==> src/design/pcm_pkg.sv <==
// Package for the predecessor claim multiset unit.
// Holds sizes, status codes, payload structs and controller/datapath structs.
// No dependencies.
package pcm_pkg;

  localparam int CAPACITY = 1024;
  localparam int IDX_W    = $clog2(CAPACITY);
  localparam int CNT_W    = IDX_W + 1;
  localparam int VAL_W    = 32;

  // Result status codes.
  localparam logic [1:0] ST_STORED  = 2'd0;
  localparam logic [1:0] ST_FULL    = 2'd1;
  localparam logic [1:0] ST_MATCHED = 2'd2;
  localparam logic [1:0] ST_NOMATCH = 2'd3;

  // Operation codes.
  localparam logic OP_INSERT = 1'b0;
  localparam logic OP_CLAIM  = 1'b1;

  typedef struct packed {
    logic             operation;
    logic [VAL_W-1:0] value;
  } cmd_t;

  typedef struct packed {
    logic [1:0]       status;
    logic [VAL_W-1:0] result_value;
  } res_t;

  // Commands from the controller to the datapath.
  typedef struct packed {
    logic       load;
    logic       srch_rd;
    logic       srch_cmp;
    logic       cur_init;
    logic       sh_rd;
    logic       sh_wr;
    logic       cl_rd;
    logic       cl_cap;
    logic       finish;
    logic       set_st;
    logic [1:0] st_code;
  } pcm_ctl_t;

  // Status from the datapath to the controller.
  typedef struct packed {
    logic op;
    logic full;
    logic more;
    logic lo_zero;
    logic shift_more;
  } pcm_sts_t;

endpackage

==> src/design/pcm_ctrl.sv <==
// Controller of the predecessor claim multiset unit: sequences the search,
// the claim read, the table shift and the result strobe. Depends on pcm_pkg.
module pcm_ctrl
  import pcm_pkg::*;
(
  input  logic     clk_i,
  input  logic     rst_ni,
  input  logic     start,
  input  pcm_sts_t sts_i,
  output pcm_ctl_t ctl_o,
  output logic     busy,
  output logic     done_o
);

  typedef enum logic [6:0] {
    S_IDLE = 7'b0000001,
    S_SRD  = 7'b0000010,
    S_SCMP = 7'b0000100,
    S_CCAP = 7'b0001000,
    S_SHRD = 7'b0010000,
    S_SHWR = 7'b0100000,
    S_DONE = 7'b1000000
  } state_e;

  state_e state_q, state_d;

  // Transition and command logic.
  always_comb begin
    state_d = state_q;
    ctl_o   = '0;
    unique case (state_q)
      S_IDLE: begin
        if (start) begin
          ctl_o.load = 1'b1;
          state_d    = S_SRD;
        end
      end
      S_SRD: begin
        priority if (sts_i.op == OP_INSERT && sts_i.full) begin
          ctl_o.set_st  = 1'b1;
          ctl_o.st_code = ST_FULL;
          state_d       = S_DONE;
        end else if (sts_i.more) begin
          ctl_o.srch_rd = 1'b1;
          state_d       = S_SCMP;
        end else if (sts_i.op == OP_INSERT) begin
          ctl_o.cur_init = 1'b1;
          state_d        = S_SHRD;
        end else if (sts_i.lo_zero) begin
          ctl_o.set_st  = 1'b1;
          ctl_o.st_code = ST_NOMATCH;
          state_d       = S_DONE;
        end else begin
          ctl_o.cl_rd = 1'b1;
          state_d     = S_CCAP;
        end
      end
      S_SCMP: begin
        ctl_o.srch_cmp = 1'b1;
        state_d        = S_SRD;
      end
      S_CCAP: begin
        ctl_o.cl_cap   = 1'b1;
        ctl_o.cur_init = 1'b1;
        state_d        = S_SHRD;
      end
      S_SHRD: begin
        if (sts_i.shift_more) begin
          ctl_o.sh_rd = 1'b1;
          state_d     = S_SHWR;
        end else begin
          ctl_o.finish  = 1'b1;
          ctl_o.set_st  = 1'b1;
          ctl_o.st_code = (sts_i.op == OP_CLAIM) ? ST_MATCHED : ST_STORED;
          state_d       = S_DONE;
        end
      end
      S_SHWR: begin
        ctl_o.sh_wr = 1'b1;
        state_d     = S_SHRD;
      end
      S_DONE: begin
        state_d = S_IDLE;
      end
      default: begin
        state_d = S_IDLE;
      end
    endcase
  end

  always_ff @(posedge clk_i or negedge rst_ni) begin
    if (!rst_ni) begin
      state_q <= S_IDLE;
    end else begin
      state_q <= state_d;
    end
  end

  assign busy   = (state_q != S_IDLE);
  assign done_o = (state_q == S_DONE);

endmodule

==> config.mk <==
export PLATFORM = sky130hd
export DESIGN_NAME = pcm_ctrl
export DESIGN_NICKNAME = d
export VERILOG_FILES = /design/src/design/pcm_pkg.sv /design/src/design/pcm_ctrl.sv
export SDC_FILE = /design/constraint.sdc
export NUM_CORES = 1
export LEC_CHECK = 0
export BUFFER_PORTS_ARGS = -buffer_cell sky130_fd_sc_hd__clkbuf_2
export CAP_MARGIN = 10
export CELL_PAD_IN_SITES_DETAIL_PLACEMENT = 0
export CELL_PAD_IN_SITES_GLOBAL_PLACEMENT = 1
export CORE_UTILIZATION = 33
export DETAILED_ROUTE_END_ITERATION = 8
export PLACE_DENSITY = 0.75
export SLEW_MARGIN = 10
export SYNTH_ARGS = -nofsm -noshare
export SYNTH_HDL_FRONTEND = slang
export SYNTH_SLANG_ARGS = --single-unit
==> constraint.sdc <==
create_clock -name clk_i -period 3.5 [get_ports clk_i]
set_input_delay 0.525 -clock clk_i [delete_from_list [all_inputs] [get_ports clk_i]]
set_output_delay 0.525 -clock clk_i [all_outputs]
set_load 0.02 [all_outputs]
* Yosys cells after proc, flatten, opt, wreduce, memory -nomap -nowiden
Index checks and enable logic that the tools add are counted.
Word-level totals: register bits after elaboration 7, latch bits 0, memory bits (writable) 0, ROM bits 0, input bits 8, memories 0
Operators by class: add/subtract/negate cells 0, $mul 0, div/mod/pow operators 0, magnitude comparators 0, equality and inequality tests 9, shifts and indexed selects 0, mux-type cells 34, bitwise operators 1, reductions and logical operators 2
Operators by type and width (count):
- $mux 7 | 6
- $pmux 7 s5 | 1
- $mux 1 | 19
- $mux 3 | 4
- $eq 7x1->1 const B | 1
- $eq 7x2->1 const B | 1
- $eq 7x3->1 const B | 1
- $eq 7x4->1 const B | 1
- $eq 7x5->1 const B | 1
- $eq 7x6->1 const B | 1
- $eq 7x7->1 const B | 1
- $ne 7x1->1 const B | 1
- $pmux 3 s2 | 1
- $mux 4 | 1
- $mux 2 | 1
- $ne 2x2->1 const B | 1
- $pmux 1 s2 | 1
- $reduce_or 2->1 | 1
- $logic_and 1x1->1 | 1
- $not 1->1 | 1

* Logic depth before layout (Yosys ltp)
depth after elaboration 5, depth in mapped cells 3

* Worst setup path after synthesis
Ideal clock, no wire load.
path type register to output, from register state_q[5], to output port ctl_o[8] in the netlist's numbering, arrival 1798 ps, data required time 2975 ps, slack 1177 ps, stages on the path, launching flop included 4, path buffers 0, path through dfrtp_1 -> or3_4 -> or3b_4 -> o32ai_1
RTL lines:
- start, declared | line pcm_ctrl.sv:25 | state_e state_q, state_d;
- start signal, assigned | line pcm_ctrl.sv:95 | state_q <= state_d;
- end, declared | line pcm_ctrl.sv:10 | output pcm_ctl_t ctl_o,

* Worst setup path in the final report
from register state_q[5], to output port busy
On the way: longest elaborated chain between the ends 1
Ends and longest elaborated chain:
- $ne 7x1->1 | line pcm_ctrl.sv:99 | assign busy = (state_q != S_IDLE);
- end, declared | line pcm_ctrl.sv:11 | output logic busy,
No other way between the ends.

==> results.md <==
* Num CTS Buffers at 3
* Area Growth Syn to Fin at 32.2%
* Setup violators final at 0
* N_diodes at 0
* Clk sink count at 7
* Worst VDD drop at 159 uV
* Period Utilization, post-route at 70.7%
* Final min period at 2.47 ns
* Setup Crit Path Kind: flip-flop to output pin
* Final cell count without fillers at 88
* Post_cts resized at 0
* Vias post-DR at 451
* Clock Latency Late Sink at 0.25 ns
* Antenna Violating Nets Remaining at 0
* Max incr delay on CP at 0.44 ns
* Hold Vio Cnt, Final at 0
* CTS tree: built
* Startpoint Class: flip-flop
* DRC Markers at 0
* Share of layout cells above drive strength 1 at 41.1%
* CP max FO at 6
* Synthesized cell area at 467 sq um
* Max Cap Viol at 0
* Iteration-0 DRC Markers at 3
* Routed WL at 993 um
* Worst EP arrival at 1.95 ns
* Worst Skew at 0.00196 ns
* P_leak at 0.314 nW
* Setup Buffers After CTS at 0
* Clock slew at reported path FFs at 0.05 ns
* Power Density at 511 nW/um^2
* Regs by FF count: state_q x7
* Largest net degree at the start of global routing at 9
* Antenna violations before repair at 0
* Slowest CP cell: or3_4
* Setup TNS at 0 ns
* # port buffers at 21
* Post-DR vias/cell at 5.13
* GRT Resource Usage Total at 15.4%
* Vias in the first global route at 412
* Seq cells post-synth at 7
* DIE WIDTH at 39.6 um
* Yosys warning total at 0
* Dpl cells at 84
* I/O pin total at 22
* Die area at 1570 sq um
* Rows at 13
* Critical Path End Type: output pin
* GRT Residual Overflow at 0
* Outcome: finished clean
* Filler cells at 144
* Syn nets at 56
* Worst-Margin Slew at 0.617 ns
* Fmax at 404 MHz
* First-pass GRT wire length at 1.59 mm
* Biggest register: state_q
* Core footprint at 1300 sq um
* Detailed Place HPWL at 813 um
* CP Cell Sequence: or3_4 > or3_4 > or3b_1 > clkbuf_2
* CTS root buffer: clkbuf_4
* DR pass1 iterations at 3
* Post-synth cell types at 23
* Clock Tree Buf Depth at 2
* Worst hold path class: primary input to async pin
* Starting Density at 35.9%
* Largest register FFs at 7
* RSZ-0062 raised after global routing: false
* Hold bufs inserted after CTS at 0
* H-Tree Depth at 1
* Slew Limit Fails at 0
* Cells after Synth at 48
* Nets at 82
* Worst path most repeated cell: or3_4
* Critical Path RT at 2.97 ns
* Register area share after synthesis at 37.8%
* Drt wl/cell at 11.3 um
* Synth Area per Inst at 9.72 sq um
* Gpl congestion at 0.703
* Chip height at 39.6 um
* Relative max-transition margin at 57.8%
==> power breakdown <==
group	internal, mW	switching [mW]	leakage [nW]
Combinational	0.0589	0.0716	0.206
Clock	0.0434	0.0285	0.0150
Sequential	0.0979	0.0151	0.0930
Total	0.200	0.115	0.314
==> final timing paths <==
kind | start | end | slack [ns] | cells past startpoint
max | state_q[5] | busy | 1.03 | 4
max in group asynchronous | rst_ni | state_q[0] | 3.15 | 1
min reg2reg | state_q[1] | state_q[1] | 0.55 | 1
min in group clk_i | sts_i[1] | state_q[3] | 0.48 | 2
min | rst_ni | state_q[2] | 0.11 | 1
max reg2reg | state_q[5] | state_q[4] | 1.89 | 3
==> critical path: cells and delay by family (launching register included) <==
family	cells	cell delay, ns
flops	1	0.42
simple gates	3	1.14
buf+inv	1	0.16
==> cell families (layout without fill, tap and decap cells) <==
logic type	count (synthesis)	after routing	share of synthesized area (%)
AO/OA/AOI/OAI	6	6	10.7
flip-flops	7	7	37.8
AND/OR/NAND/NOR	34	34	49.6
XOR/XNOR	1	1	1.88
buffers and inverters	0	25	0
==> layout by cell type, fill, tap and decap left out, drive strengths merged <==
master / instances
and2: 3
nor3b: 4
and3: 3
and2b: 1
or2: 1
or3b: 2
nand2b: 5
nor4b: 1
dfstp: 1
or3: 2
nand2: 2
nand3b: 2
a21o: 2
nor3: 1
nor4: 3
xnor2: 1
clkbuf: 25
a2111oi: 1
o32ai: 2
nor2: 4
o2bb2ai: 1
dfrtp: 6
==> routing by layer <==
layer	up-vias	GRT usage, %	wire [um]
li1	231	-	-
met1	203	17.7	459
met2	17	26.2	481
met3	0	3.41	53
met4	0	7.76	0
met5	-	0	0
==> metrics by stage <==
step	hold WS, ns	power [mW]	area (sq um)	utilization (%)	setup slack (ns)
after floorplan	0.229	0.208	467	-	1.18
after global placement	0.374	0.245	591	45.4	1.30
after detailed placement	0.372	0.245	591	45.4	1.28
after CTS	0.104	0.319	617	47.4	1.01
after global routing	0.0955	0.342	617	47.4	0.931
final	0.109	0.315	617	47.4	1.03
==> synthesized netlist by cell type <==
| library cell | n | area (sq um) |
|---|---|---|
| a21o_1 | 2 | 15.0 |
| nor3_1 | 1 | 5.00 |
| nor4_2 | 1 | 12.5 |
| nand3b_1 | 2 | 15.0 |
| or3_4 | 2 | 22.5 |
| nor2_1 | 4 | 15.0 |
| dfstp_2 | 1 | 26.3 |
| nand2_1 | 2 | 7.51 |
| nor4b_1 | 1 | 8.76 |
| o2bb2ai_1 | 1 | 8.76 |
| or3b_4 | 1 | 11.3 |
| or3b_1 | 1 | 8.76 |
| and2b_1 | 1 | 7.51 |
| and3_1 | 3 | 18.8 |
| xnor2_1 | 1 | 8.76 |
| a2111oi_0 | 1 | 8.76 |
| dfrtp_1 | 6 | 150 |
| nor3b_1 | 4 | 30.0 |
| and2_1 | 3 | 18.8 |
| nor4_1 | 2 | 12.5 |
| o32ai_1 | 2 | 17.5 |
| or2_2 | 1 | 6.26 |
| nand2b_1 | 5 | 31.3 |
==> layout make-up <==
type,count,area [sq um],area share [%]
multi-input cells,41,290,47.1
flip-flops and latches,7,176,28.6
repair buffers,21,105,17.0
clock buffers,4,26.3,4.26
well taps,15,18.8,3.04
Power figures use the tool's default switching activity.
